--- config.mk ---
export PLATFORM = sky130hd
export DESIGN_NAME = imu_binary_packet_field_extractor_flat
export DESIGN_NICKNAME = d
export VERILOG_FILES = /design/src/hdl/imu_bpfe_pkg.sv /design/src/hdl/imu_bpfe_in_if.sv /design/src/hdl/imu_bpfe_out_if.sv /design/src/hdl/imu_bpfe_parse.sv /design/src/hdl/imu_bpfe_skid.sv /design/src/hdl/imu_binary_packet_field_extractor.sv /design/src/flat_wrapper.sv
export SDC_FILE = /design/constraint.sdc
export NUM_CORES = 1
export LEC_CHECK = 0
export BUFFER_PORTS_ARGS = -buffer_cell sky130_fd_sc_hd__clkbuf_2
export CORE_ASPECT_RATIO = 1.5
export CORE_MARGIN = 2
export CORE_UTILIZATION = 45
export CTS_CLUSTER_SIZE = 12
export DETAILED_ROUTE_END_ITERATION = 8
export PLACE_DENSITY = 0.63
export RECOVER_POWER = 50
export SYNTH_ARGS = -nofsm -noshare
export SYNTH_HDL_FRONTEND = slang
export SYNTH_HIERARCHICAL = 1
export SYNTH_SLANG_ARGS = --single-unit
--- constraint.sdc ---
create_clock -name clk -period 5 [get_ports clk]
set_input_delay 0.5 -clock clk [delete_from_list [all_inputs] [get_ports clk]]
set_output_delay 0.5 -clock clk [all_outputs]
set_load 0.01 [all_outputs]
--- src/hdl/imu_bpfe_pkg.sv ---
package imu_bpfe_pkg;

  // packet field counts and group positions
  localparam int unsigned NUM_GROUPS = 7;
  localparam int unsigned NUM_FIELDS = 23;
  localparam int unsigned IMU_FIELDS = 12;
  localparam int unsigned INS_FIELDS = 11;
  localparam logic [2:0]  IMU_GROUP  = 3'd2;
  localparam logic [2:0]  INS_GROUP  = 3'd5;
  localparam logic [2:0]  NO_GROUP   = 3'd7;
  localparam logic [4:0]  NO_FIELD   = 5'd23;
  localparam logic [7:0]  SYNC_RESET = 8'hFA;

  // result status codes
  localparam logic STATUS_DATA = 1'b0;
  localparam logic STATUS_SYNC_ERR = 1'b1;

  typedef enum logic [2:0] {
    PH_IDLE    = 3'd0,
    PH_GROUP   = 3'd1,
    PH_MASK_LO = 3'd2,
    PH_MASK_HI = 3'd3,
    PH_DATA    = 3'd4,
    PH_DONE    = 3'd5
  } phase_t;

  typedef struct packed {
    logic       status;
    logic [4:0] field_id;
    logic [4:0] byte_pos;
    logic [7:0] payload_byte;
    logic       field_end;
  } result_t;

  // fixed byte length of each global field
  function automatic logic [4:0] field_len(input logic [4:0] f);
    logic [4:0] len;
    case (f)
      5'd0:    len = 5'd0;
      5'd1:    len = 5'd12;
      5'd2:    len = 5'd12;
      5'd3:    len = 5'd12;
      5'd4:    len = 5'd4;
      5'd5:    len = 5'd4;
      5'd6:    len = 5'd16;
      5'd7:    len = 5'd12;
      5'd8:    len = 5'd12;
      5'd9:    len = 5'd12;
      5'd10:   len = 5'd12;
      5'd11:   len = 5'd2;
      5'd12:   len = 5'd2;
      5'd13:   len = 5'd24;
      5'd14:   len = 5'd24;
      5'd15:   len = 5'd12;
      5'd16:   len = 5'd12;
      5'd17:   len = 5'd12;
      5'd18:   len = 5'd12;
      5'd19:   len = 5'd12;
      5'd20:   len = 5'd12;
      5'd21:   len = 5'd4;
      5'd22:   len = 5'd4;
      default: len = 5'd0;
    endcase
    return len;
  endfunction

  // lowest present group at or above from, NO_GROUP if none
  function automatic logic [2:0] next_group(input logic [6:0] bits, input logic [2:0] from);
    logic [2:0] g;
    logic       found;
    g = NO_GROUP;
    found = 1'b0;
    for (int i = 0; i < NUM_GROUPS; i++) begin
      if (!found && bits[i] && (3'(i) >= from)) begin
        g = 3'(i);
        found = 1'b1;
      end
    end
    return g;
  endfunction

  // lowest selected nonempty field at or above from, NO_FIELD if none
  function automatic logic [4:0] next_field(input logic [NUM_FIELDS-1:0] sel,
                                            input logic [4:0] from);
    logic [4:0] f;
    logic       found;
    f = NO_FIELD;
    found = 1'b0;
    for (int i = 0; i < NUM_FIELDS; i++) begin
      if (!found && sel[i] && (field_len(5'(i)) != 5'd0) && (5'(i) >= from)) begin
        f = 5'(i);
        found = 1'b1;
      end
    end
    return f;
  endfunction

endpackage

--- src/hdl/imu_bpfe_in_if.sv ---
interface imu_bpfe_in_if;
  logic       valid;
  logic       ready;
  logic [7:0] rx_byte;
  logic       packet_start;

  modport source(output valid, output rx_byte, output packet_start, input ready);
  modport sink(input valid, input rx_byte, input packet_start, output ready);
endinterface

--- src/hdl/imu_bpfe_out_if.sv ---
interface imu_bpfe_out_if;
  logic       valid;
  logic       ready;
  logic       status;
  logic [4:0] field_id;
  logic [4:0] byte_pos;
  logic [7:0] payload_byte;
  logic       field_end;

  modport source(output valid, output status, output field_id, output byte_pos,
                 output payload_byte, output field_end, input ready);
  modport sink(input valid, input status, input field_id, input byte_pos,
               input payload_byte, input field_end, output ready);
endinterface

--- src/hdl/imu_bpfe_parse.sv ---
module imu_bpfe_parse
  import imu_bpfe_pkg::*;
(
  input  logic       clk,
  input  logic       rst,
  input  logic [7:0] sync_value,
  input  logic       fire,
  input  logic [7:0] rx_byte,
  input  logic       packet_start,
  output logic       res_valid,
  output result_t    res
);

  phase_t                 phase, phase_next;
  logic [6:0]             group_bits, group_bits_next;
  logic [2:0]             masks_remaining, masks_remaining_next;
  logic [2:0]             mask_group_pos, mask_group_pos_next;
  logic [7:0]             mask_low_byte, mask_low_byte_next;
  logic [IMU_FIELDS-1:0]  imu_field_mask, imu_field_mask_next;
  logic [INS_FIELDS-1:0]  ins_field_mask, ins_field_mask_next;
  logic [4:0]             current_field, current_field_next;
  logic [4:0]             byte_counter, byte_counter_next;

  logic                   enter;
  logic [2:0]             pop;
  logic [2:0]             rem_dec;
  logic [2:0]             ng;
  logic [4:0]             cur_f;
  logic [4:0]             len;
  logic                   last;
  logic [4:0]             nf;
  logic [4:0]             first_f;
  logic [15:0]            mask_word;

  // state registers
  always_ff @(posedge clk) begin
    if (rst) begin
      phase           <= PH_IDLE;
      group_bits      <= '0;
      masks_remaining <= '0;
      mask_group_pos  <= '0;
      mask_low_byte   <= '0;
      imu_field_mask  <= '0;
      ins_field_mask  <= '0;
      current_field   <= '0;
      byte_counter    <= '0;
    end else begin
      phase           <= phase_next;
      group_bits      <= group_bits_next;
      masks_remaining <= masks_remaining_next;
      mask_group_pos  <= mask_group_pos_next;
      mask_low_byte   <= mask_low_byte_next;
      imu_field_mask  <= imu_field_mask_next;
      ins_field_mask  <= ins_field_mask_next;
      current_field   <= current_field_next;
      byte_counter    <= byte_counter_next;
    end
  end

  // per-byte parse step
  always_comb begin
    phase_next           = phase;
    group_bits_next      = group_bits;
    masks_remaining_next = masks_remaining;
    mask_group_pos_next  = mask_group_pos;
    mask_low_byte_next   = mask_low_byte;
    imu_field_mask_next  = imu_field_mask;
    ins_field_mask_next  = ins_field_mask;
    current_field_next   = current_field;
    byte_counter_next    = byte_counter;
    enter                = 1'b0;
    res_valid            = 1'b0;
    res                  = '0;
    res.payload_byte     = rx_byte;

    pop       = 3'(rx_byte[0]) + 3'(rx_byte[1]) + 3'(rx_byte[2]) + 3'(rx_byte[3])
              + 3'(rx_byte[4]) + 3'(rx_byte[5]) + 3'(rx_byte[6]);
    rem_dec   = (masks_remaining != 3'd0) ? masks_remaining - 3'd1 : 3'd0;
    ng        = next_group(group_bits, 3'(mask_group_pos + 3'd1));
    mask_word = {rx_byte, mask_low_byte};
    cur_f     = (current_field < NO_FIELD) ? current_field : 5'd0;
    len       = field_len(cur_f);
    last      = ({1'b0, byte_counter} + 6'd1) >= {1'b0, len};
    nf        = next_field({ins_field_mask, imu_field_mask}, 5'(cur_f + 5'd1));

    if (fire) begin
      if (packet_start) begin
        // new packet: clear and check sync
        group_bits_next      = '0;
        masks_remaining_next = '0;
        mask_group_pos_next  = '0;
        mask_low_byte_next   = '0;
        imu_field_mask_next  = '0;
        ins_field_mask_next  = '0;
        current_field_next   = '0;
        byte_counter_next    = '0;
        if (rx_byte != sync_value) begin
          phase_next = PH_DONE;
          res_valid  = 1'b1;
          res.status = STATUS_SYNC_ERR;
        end else begin
          phase_next = PH_GROUP;
        end
      end else begin
        case (phase)
          PH_GROUP: begin
            group_bits_next      = rx_byte[6:0];
            masks_remaining_next = pop;
            if (pop == 3'd0) begin
              mask_group_pos_next = '0;
              enter               = 1'b1;
            end else begin
              mask_group_pos_next = next_group(rx_byte[6:0], 3'd0);
              phase_next          = PH_MASK_LO;
            end
          end
          PH_MASK_LO: begin
            mask_low_byte_next = rx_byte;
            phase_next         = PH_MASK_HI;
          end
          PH_MASK_HI: begin
            if (mask_group_pos == IMU_GROUP) begin
              imu_field_mask_next = mask_word[IMU_FIELDS-1:0];
            end else if (mask_group_pos == INS_GROUP) begin
              ins_field_mask_next = mask_word[INS_FIELDS-1:0];
            end
            if (rem_dec == 3'd0 || mask_group_pos == 3'(NUM_GROUPS - 1) || ng == NO_GROUP) begin
              masks_remaining_next = '0;
              mask_group_pos_next  = '0;
              enter                = 1'b1;
            end else begin
              masks_remaining_next = rem_dec;
              mask_group_pos_next  = ng;
              phase_next           = PH_MASK_LO;
            end
          end
          PH_DATA: begin
            res_valid     = 1'b1;
            res.status    = STATUS_DATA;
            res.field_id  = cur_f;
            res.byte_pos  = byte_counter;
            res.field_end = last;
            if (last) begin
              byte_counter_next = '0;
              if (nf != NO_FIELD) begin
                current_field_next = nf;
              end else begin
                current_field_next = '0;
                phase_next         = PH_DONE;
              end
            end else begin
              byte_counter_next = byte_counter + 5'd1;
            end
          end
          default: begin
          end
        endcase
      end
    end

    // first selected field once all masks are in
    first_f = next_field({ins_field_mask_next, imu_field_mask_next}, 5'd0);
    if (enter) begin
      byte_counter_next = '0;
      if (first_f != NO_FIELD) begin
        current_field_next = first_f;
        phase_next         = PH_DATA;
      end else begin
        current_field_next = '0;
        phase_next         = PH_DONE;
      end
    end
  end

endmodule

--- src/hdl/imu_bpfe_skid.sv ---
module imu_bpfe_skid
  import imu_bpfe_pkg::*;
(
  input  logic    clk,
  input  logic    rst,
  input  logic    res_valid,
  input  result_t res,
  output logic    space,
  output logic    out_valid,
  output result_t out_res,
  input  logic    out_ready
);

  logic    out_full;
  result_t out_data;
  logic    skid_full;
  result_t skid_data;

  // a new request is taken whenever the spare slot is empty
  assign space     = !skid_full;
  assign out_valid = out_full;
  assign out_res   = out_data;

  // control flags
  always_ff @(posedge clk) begin
    if (rst) begin
      out_full  <= 1'b0;
      skid_full <= 1'b0;
    end else if (!out_full || out_ready) begin
      out_full  <= skid_full || res_valid;
      skid_full <= 1'b0;
    end else if (res_valid) begin
      skid_full <= 1'b1;
    end
  end

  // result data
  always_ff @(posedge clk) begin
    if (!out_full || out_ready) begin
      out_data <= skid_full ? skid_data : res;
    end else if (res_valid) begin
      skid_data <= res;
    end
  end

endmodule

--- src/hdl/imu_binary_packet_field_extractor.sv ---
// Byte-wise parser for binary inertial sensor packets. Each request carries one
// received byte and a packet-start flag. The first byte of a packet must match
// the programmed sync value (reset 0xFA); a mismatch gives a single error result
// and the packet is dropped. The group byte and one 16-bit mask per present
// group follow; only the imu and ins masks are kept. Every payload byte of a
// selected field then produces one result tagged with its field number (1..22),
// its byte position and a last-byte flag. Trailing bytes are dropped. One byte
// is accepted every clock cycle while the output buffer has space: the parse
// step is a single registered pass, and a two-entry output buffer lets input
// continue while a result is stalled. Results are registered in that buffer.
module imu_binary_packet_field_extractor
  import imu_bpfe_pkg::*;
(
  input  logic          clk,
  input  logic          rst,
  input  logic          cfg_we,
  input  logic [7:0]    cfg_wdata,
  imu_bpfe_in_if.sink   in_ch,
  imu_bpfe_out_if.source out_ch
);

  logic [7:0] sync_value;
  logic       fire;
  logic       space;
  logic       res_valid;
  result_t    res;
  logic       out_valid;
  result_t    out_res;

  // sync value register
  always_ff @(posedge clk) begin
    if (rst) begin
      sync_value <= SYNC_RESET;
    end else if (cfg_we) begin
      sync_value <= cfg_wdata;
    end
  end

  assign in_ch.ready = space;
  assign fire        = in_ch.valid && space;

  imu_bpfe_parse u_parse (
    .clk          (clk),
    .rst          (rst),
    .sync_value   (sync_value),
    .fire         (fire),
    .rx_byte      (in_ch.rx_byte),
    .packet_start (in_ch.packet_start),
    .res_valid    (res_valid),
    .res          (res)
  );

  imu_bpfe_skid u_skid (
    .clk       (clk),
    .rst       (rst),
    .res_valid (res_valid),
    .res       (res),
    .space     (space),
    .out_valid (out_valid),
    .out_res   (out_res),
    .out_ready (out_ch.ready)
  );

  // result channel
  assign out_ch.valid        = out_valid;
  assign out_ch.status       = out_res.status;
  assign out_ch.field_id     = out_res.field_id;
  assign out_ch.byte_pos     = out_res.byte_pos;
  assign out_ch.payload_byte = out_res.payload_byte;
  assign out_ch.field_end    = out_res.field_end;

endmodule
--- src/flat_wrapper.sv ---
// flat-port wrapper written by rule: the top's interface ports become plain ports
module imu_binary_packet_field_extractor_flat import imu_bpfe_pkg::*;
  (clk, rst, cfg_we, cfg_wdata, in_ch_valid, in_ch_rx_byte, in_ch_packet_start, in_ch_ready, out_ch_valid, out_ch_status, out_ch_field_id, out_ch_byte_pos, out_ch_payload_byte, out_ch_field_end, out_ch_ready);
  imu_bpfe_in_if in_ch_i ();
  imu_bpfe_out_if out_ch_i ();
  input  logic clk;
  input  logic rst;
  input  logic cfg_we;
  input  logic [7:0] cfg_wdata;
  input wire logic [$bits(in_ch_i.valid)-1:0] in_ch_valid;
  input wire logic [$bits(in_ch_i.rx_byte)-1:0] in_ch_rx_byte;
  input wire logic [$bits(in_ch_i.packet_start)-1:0] in_ch_packet_start;
  output wire logic [$bits(in_ch_i.ready)-1:0] in_ch_ready;
  output wire logic [$bits(out_ch_i.valid)-1:0] out_ch_valid;
  output wire logic [$bits(out_ch_i.status)-1:0] out_ch_status;
  output wire logic [$bits(out_ch_i.field_id)-1:0] out_ch_field_id;
  output wire logic [$bits(out_ch_i.byte_pos)-1:0] out_ch_byte_pos;
  output wire logic [$bits(out_ch_i.payload_byte)-1:0] out_ch_payload_byte;
  output wire logic [$bits(out_ch_i.field_end)-1:0] out_ch_field_end;
  input wire logic [$bits(out_ch_i.ready)-1:0] out_ch_ready;
  assign in_ch_i.valid = in_ch_valid;
  assign in_ch_i.rx_byte = in_ch_rx_byte;
  assign in_ch_i.packet_start = in_ch_packet_start;
  assign in_ch_ready = in_ch_i.ready;
  assign out_ch_valid = out_ch_i.valid;
  assign out_ch_status = out_ch_i.status;
  assign out_ch_field_id = out_ch_i.field_id;
  assign out_ch_byte_pos = out_ch_i.byte_pos;
  assign out_ch_payload_byte = out_ch_i.payload_byte;
  assign out_ch_field_end = out_ch_i.field_end;
  assign out_ch_i.ready = out_ch_ready;
  imu_binary_packet_field_extractor u_core (.clk(clk), .rst(rst), .cfg_we(cfg_we), .cfg_wdata(cfg_wdata), .in_ch(in_ch_i), .out_ch(out_ch_i));
endmodule
==> metrics.md, run 1 <==
| Metric | Value |
|---|---|
| PwrDens | 273.8 nW/um^2 |
| CTS Root Cell | clkbuf_16 |
| N_diodes | 0 |
| Synth Area in XOR/XNOR | 0.02000 |
| Vias in the first global route | 5716 |
| Post-synthesis sequential area ratio | 0.3840 |
| Clock-pin slew on the worst setup and hold paths | 0.09 ns |
| Post-Synth Adder-Cell Area | 0.04648 |
| DRT Pass-1 Iters | 5 |
| # IOs | 44 |
| Ys Warns | 6 |
| All-layer global routing usage | 0.2401 |
| Final hold vios | 0 |
| Ys async rst share | 0 |
| Clock buffer depth | 2 |
| Peak supply drop | 151.4 uV |
| Global-route wire length before repair | 29370 um |
| Worst Path Arrival | 4.85 ns |
| H-tree depth | 3 |
| Vias/cell | 5.892 |
| Post-route DRC violation count | 0 |
| Netlist cell types | 77 |
| Measured slew at the worst slew-check pin | 2.234 ns |
| ANT nets after route | 0 |
| Leakage power | 2.801 nW |
| Final slew viol count | 52 |
| Critical path type | register to register |
| Die area | 15600 sq um |
| Initial DRC Count | 337 |
| Startpoint types | register |
| Max Freq | 0.2191 GHz |
| RSZ-0062 raised after global routing | no |
| Chip height | 152.0 um |
| Failing checks | max-capacitance violations, max-slew violations |
| Worst skew pair latency | 0.36 ns |
| #FFs+latches synth | 106 |
| Final HPWL DP | 13820 um |
| Placed cell area | 6895 sq um |
| Critical R2R Launch | u_core/u_parse/current_field[1]$_SDFFE_PP0P_ |
| Slew HR | -0.4890 |
| Wirelength per Cell | 18.77 um |
| Synth Area in Simple Gates | 0.2074 |
| Max Cap Violations | 1 |
| Outcome | finished, violations left |
| Fin nets | 806 |
| Initial core utilization | 0.4564 |
| Number of synthesized flops with an enable pin | 40 |
| Mux contribution to synthesized area | 0.08114 |
| Synth Cell Area | 6569 sq um |
| Largest family of logic cells by synthesized area | simple AND/OR/NAND/NOR gates |
| Die Span X | 102.7 um |
| Worst-path fanout max | 10 |
| Pin count of the biggest net entering global routing | 52 |
| Initial antenna violation count | 0 |
| Total clock sinks | 106 |
| Final period utilization | 0.9130 |
| Hold slack final | 0.3382 ns |
| # Post-CTS Setup Buffers | 0 |
| Ys flop type | dfxtp_1 |
| Req. time, crit path | 5.29 ns |
| Rows | 54 |
| Final instance area | 7168 sq um |
| Hold Crit Start | cfg_wdata[5] |
| CTS tree | yes |
| Final wirelength | 18070 um |
| GRT overflow | 0 |
| RD Place Congestion | 0.9258 |
| Layout area overhead | 9.124% |
| Compound-Gate Fraction of Synth Area | 0.2063 |
| Final worst path period need | 4.565 ns |
| DR vias | 5674 |
| Post-Syn Instances | 737 |
| Resize count post-CTS | 0 |
| Hold_buf cts | 0 |
| Ratio of cells with drive above 1 in the final layout | 0.1082 |
| Core ar. | 14390 sq um |
| Crit path capture type | register |
| Setup TNS | 0 ns |
| Synthesized Nets | 781 |
| CTS buffer count | 9 |
| Synthesized area per cell | 8.913 sq um |
| Crit path launch | u_core/u_parse/current_field[1]$_SDFFE_PP0P_ |
| Port buffer count | 43 |
| Worst Skew | 0.01454 ns |
| Hold crit path type | input pin to register |
| Setup violations, final | 0 |
## area by class of cell
| type | instances | area [sq um] |
|---|---|---|
| clock buffers | 9 | 225.2 |
| inverters | 30 | 112.6 |
| multi-input cells | 557 | 3687 |
| fillers | 1397 | 7223 |
| flip-flops and latches | 106 | 2522 |
| clock inverters | 7 | 96.34 |
| repair buffers | 58 | 279.0 |
| well taps | 196 | 245.2 |
## logic make-up after synthesis
group	after synthesis
and+or+nand+nor	277
AOI/OAI and AO/OA	194
DFF	106
buffers and inverters	74
muxes	49
adders and majority gates	22
xor gates and xnor gates	15
## critical path, stage by stage, from the launching register on
cell and delay, ns:
dfxtp_1 0.33, and3_1 0.41, o21ai_0 0.18, nand2_1 0.17
inv_1 0.11, ha_1 0.30, ha_1 0.50, nand2b_1 0.22
a2111oi_2 0.46, o2111ai_1 0.17, a2bb2oi_2 0.31, nand3_1 0.14
or4_4 0.57, nand4_2 0.15, o31a_1 0.25, mux2i_1 0.20
## through the flow
stage,std cells,worst slack [ns],total power (W),utilization
2_1_floorplan,737,1.036,0.001167,-
3_3_place_gp,947,0.6442,0.001240,0.4791
3_5_place_dp,947,0.4634,0.001244,0.4791
4_1_cts,963,0.4551,0.001982,0.5015
5_1_grt,963,0.1322,0.002046,0.4981
6_report,963,0.4352,0.001963,0.4981
## sequential cells by signal, summed over array words and instances (netlist names)
name and flops:
u_core/u_skid/skid_data 20, u_core/u_parse/byte_counter 5, u_core/u_parse/mask_group_pos 3, u_core/sync_value 8
u_core/u_parse/current_field 5, u_core/u_parse/mask_low_byte 8, u_core/u_skid/skid_full 1, u_core/u_parse/masks_remaining 3
u_core/u_parse/phase 3, u_core/u_parse/imu_field_mask 11, u_core/u_skid/out_valid 1, u_core/u_parse/group_bits 7
u_core/u_skid/out_res 20, u_core/u_parse/ins_field_mask 11
## path summary, 6_finish.rpt
kind	depth (start not counted)	endpoint	slack, ns
worst max-delay path	15	u_core/u_parse/phase[0]$_SDFFE_PP0P_	0.44
worst min-delay path	2	u_core/sync_value[5]$_SDFFE_PP1P_	0.34
worst max register to register	15	u_core/u_parse/phase[0]$_SDFFE_PP0P_	0.44
worst min register to register	2	u_core/u_parse/imu_field_mask[7]$_SDFF_PP0_	0.48
## routing by layer
metal  routed length, um  track usage  part of all wire
met1                7083       0.2757              0.39
met2                9473       0.4205              0.52
met3                 712      0.02760             0.039
met4                 802       0.1333             0.044
met5                   0            0                 0
## cell usage in the layout (no fill, tap or decap), drive strengths merged, types with 24 or more instances in the layout
cell type / Yosys / layout
a21oi: 42 / 42
clkbuf: 21 / 55
dfxtp: 66 / 66
edfxtp: 40 / 40
inv: 30 / 33
mux2: 24 / 24
mux2i: 25 / 25
nand2: 77 / 77
nor2: 81 / 81
o21ai: 34 / 34
## power breakdown
group | switching (W) | total (W) | internal, W
logic | 0.000167 | 0.000273 | 0.000106
clock network | 0.000376 | 0.000741 | 0.000364
registers | 0.0000276 | 0.000949 | 0.000921
## cell usage after synthesis, drive strengths merged (21+ instances only)
cell type | instances | area [sq um]
a21oi | 42 | 210.2
mux2i | 25 | 262.8
dfxtp | 66 | 1321
nor2 | 81 | 304.0
edfxtp | 40 | 1201
clkbuf | 21 | 80.07
nand2 | 77 | 289.0
inv | 30 | 112.6
nor2b | 22 | 142.6
o21ai | 34 | 170.2
mux2 | 24 | 270.3
buf | 23 | 166.4
(Power assumes the default switching activity.)
==> run 2, diff against run 1 <==
--- a/config.mk
+++ b/config.mk
@@ -11,7 +11,7 @@
 export CORE_UTILIZATION = 45
 export CTS_CLUSTER_SIZE = 12
 export DETAILED_ROUTE_END_ITERATION = 8
-export PLACE_DENSITY = 0.63
+export PLACE_DENSITY = 0.66
 export RECOVER_POWER = 50
 export SYNTH_ARGS = -nofsm -noshare
 export SYNTH_HDL_FRONTEND = slang
==> constraint.sdc (replaced) <==
create_clock -name clk -period 3.7 [get_ports clk]
set_input_delay 0.37 -clock clk [delete_from_list [all_inputs] [get_ports clk]]
set_output_delay 0.37 -clock clk [all_outputs]
set_load 0.01 [all_outputs]
==> run 2 against run 1 <==
  * The flow still finishes with violations (max-capacitance violations, max-slew violations)
  * Total power increased by 37%
  * Hold slack got worse by 0.11 ns
  * Wire length decreased by 2.3%
  * Non-clock buffer count increased by 54
  * Clock-buffer cell count unchanged
  * Setup slack got worse by 0.29 ns
  * Sequential power increased by 35%
  * Clock skew decreased by 0.0028 ns
  * Via count increased by 2.4%
  * First-iteration DRC count decreased by 20%
  * Design area increased by 7.2%
  * Core utilization increased by 3.6 points
  * Largest cell class unchanged
==> metrics.md, run 2 (synthesis results as in run 1) <==
| Metric | Value |
|---|---|
| Crit-path max cell delay | 0.36 ns (was 0.57 ns) |
| Worst skew pair latency | 0.35 ns (was 0.36 ns) |
| Vias/cell | 5.714 (was 5.892) |
| Failing checks | max-capacitance violations, max-slew violations (unchanged) |
| Pin count of the biggest net entering global routing | 36 (was 52) |
| Min-Delay Path Depth | 2 (unchanged) |
| Final instance area | 7685 sq um (was 7168 sq um) |
| Most common cell after layout, fill and taps aside | nor2_1 (unchanged) |
| Critical path type | register to register (unchanged) |
| Global-route wire length before repair | 28380 um (was 29370 um) |
| Vias in the first global route | 5901 (was 5716) |
| CTS Root Cell | clkbuf_16 (unchanged) |
| Post-route DRC violation count | 0 (unchanged) |
| # IOs | 44 (unchanged) |
| Core ar. | 14390 sq um (unchanged) |
| Ratio of cells with drive above 1 in the final layout | 0.1876 (was 0.1082) |
| All-layer global routing usage | 0.2287 (was 0.2401) |
| Placed Cells | 999 (was 947) |
| Initial antenna violation count | 0 (unchanged) |
| ANT nets after route | 0 (unchanged) |
| Die area | 15600 sq um (unchanged) |
| Initial DRC Count | 270 (was 337) |
| Cells along the critical path | buf_4 -> a21o_1 -> nand2_1 -> nand2_2 -> inv_2 -> ha_4 -> ha_4 -> nor2b_1 -> or3_1 -> a32o_1 -> nor3_4 -> a21boi_1 -> a221oi_2 -> nand4_4 -> o31a_1 -> mux2i_1 (was and3_1 -> o21ai_0 -> nand2_1 -> inv_1 -> ha_1 -> ha_1 -> nand2b_1 -> a2111oi_2 -> o2111ai_1 -> a2bb2oi_2 -> nand3_1 -> or4_4 -> nand4_2 -> o31a_1 -> mux2i_1) |
| DRT Pass-1 Iters | 5 (unchanged) |
| Worst Skew | 0.01174 ns (was 0.01454 ns) |
| Clock-pin slew on the worst setup and hold paths | 0.08 ns (was 0.09 ns) |
| Max Freq | 0.2812 GHz (was 0.2191 GHz) |
| Fillers | 1386 (was 1397) |
| RD Place Congestion | 0.9677 (was 0.9258) |
| Peak supply drop | 235.0 uV (was 151.4 uV) |
| Fin nets | 860 (was 806) |
| Slew HR | -0.06436 (was -0.4890) |
| Measured slew at the worst slew-check pin | 1.597 ns (was 2.234 ns) |
| Port buffer count | 43 (unchanged) |
| Final HPWL DP | 13770 um (was 13820 um) |
| CP Depth | 16 (was 15) |
| Slowest CP cell | dfxtp_2 (was or4_4) |
| Hold crit path type | input pin to register (unchanged) |
| Clock buffer depth | 2 (unchanged) |
| Max Cap Violations | 1 (unchanged) |
| PwrDens | 349.2 nW/um^2 (was 273.8 nW/um^2) |
| Worst r2r path cells | 16 (was 15) |
| GRT overflow | 0 (unchanged) |
| Chip height | 152.0 um (unchanged) |
| Layout area overhead | 16.99% (was 9.124%) |
| Total clock sinks | 106 (unchanged) |
| Setup violations, final | 0 (unchanged) |
| N_diodes | 0 (unchanged) |
| Worst Path Arrival | 3.79 ns (was 4.85 ns) |
| Final worst path period need | 3.556 ns (was 4.565 ns) |
| Initial core utilization | 0.4564 (unchanged) |
| Final wirelength | 17650 um (was 18070 um) |
| Final hold vios | 0 (unchanged) |
| Leakage power | 3.074 nW (was 2.801 nW) |
| Placed cell area | 7330 sq um (was 6895 sq um) |
| Die Span X | 102.7 um (unchanged) |
| H-tree depth | 3 (unchanged) |
| Worst-path fanout max | 5 (was 10) |
| Req. time, crit path | 3.93 ns (was 5.29 ns) |
| Commonest non-fill, non-tap cells in the layout | nor2_1, nand2_1, dfxtp_1 (unchanged) |
| Buf/Inv on CP | 2 (was 1) |
| Crit path capture type | register (unchanged) |
| Startpoint types | register (unchanged) |
| Rows | 54 (unchanged) |
| Final period utilization | 0.9612 (was 0.9130) |
| Wirelength per Cell | 17.36 um (was 18.77 um) |
| Worst path most repeated cell | ha_4 (was ha_1) |
| CTS tree | yes (unchanged) |
| CTS buffer count | 9 (unchanged) |
| Hold slack final | 0.2266 ns (was 0.3382 ns) |
| DR vias | 5811 (was 5674) |
| Layout Cells excl Fill | 1017 (was 963) |
| Outcome | finished, violations left (unchanged) |
| Final slew viol count | 36 (was 52) |
| Crit path max-delay family | compound AO/OA/AOI/OAI gates (was simple AND/OR/NAND/NOR gates) |
run 2: repair_timing:
item                       4_1_cts  5_1_grt
pin swaps                        2        5
setup endpoints to repair        4        6
buffers inserted                 0        2
hold buffers                     0        0
hold endpoints to repair         0        0
resized for setup                5       16
run 2: path summary, 6_finish.rpt:
kind / from / end / slack, ns
worst max-delay path: u_core/u_parse/current_field[1]$_SDFFE_PP0P_ / u_core/u_parse/phase[2]$_SDFFE_PP0P_ / 0.14
worst min-delay path: cfg_wdata[3] / u_core/sync_value[3]$_SDFFE_PP1P_ / 0.23
worst max register to register: u_core/u_parse/current_field[1]$_SDFFE_PP0P_ / u_core/u_parse/phase[2]$_SDFFE_PP0P_ / 0.14
worst min register to register: u_core/u_parse/imu_field_mask[7]$_SDFF_PP0_ / u_core/u_parse/imu_field_mask[7]$_SDFF_PP0_ / 0.49
run 2: final cells by class:
cell class	instances	area, sq um	share of cell area
clock buffers	9	225.2	0.02931
clock inverters	7	91.34	0.01189
inverters	30	112.6	0.01465
multi-input cells	557	3819	0.4969
flip-flops and latches	106	2525	0.3286
well taps	196	245.2	0.03191
repair buffers	112	666.9	0.08678
run 2: metal layers:
| metal | wire (um) | global-route usage | vias up |
|---|---|---|---|
| li1 | - | - | 2840 |
| met1 | 7099 | 0.2557 | 2794 |
| met2 | 9380 | 0.4183 | 137 |
| met3 | 530 | 0.02806 | 40 |
| met4 | 642 | 0.1035 | 0 |
| met5 | 0 | 0 | - |
run 2: report_power, final:
| part | total, W | internal, W | switching (W) |
|---|---|---|---|
| registers | 0.00128 | 0.00125 | 0.0000303 |
| clock network | 0.000986 | 0.000491 | 0.000495 |
| logic | 0.000422 | 0.000179 | 0.000243 |
run 2: metrics by stage:
step                      utilization  TNS [ns]  worst slack, ns  power (W)
after CTS                      0.5329         0          0.02417   0.002701
after detailed placement       0.5093   -0.6063          -0.1898   0.001721
after global routing           0.5340  -0.02877         -0.01550   0.002789
after global placement         0.5093   -0.1677         -0.09857   0.001708
final                          0.5340         0           0.1437   0.002683
after floorplan                     -         0          0.01263   0.001580
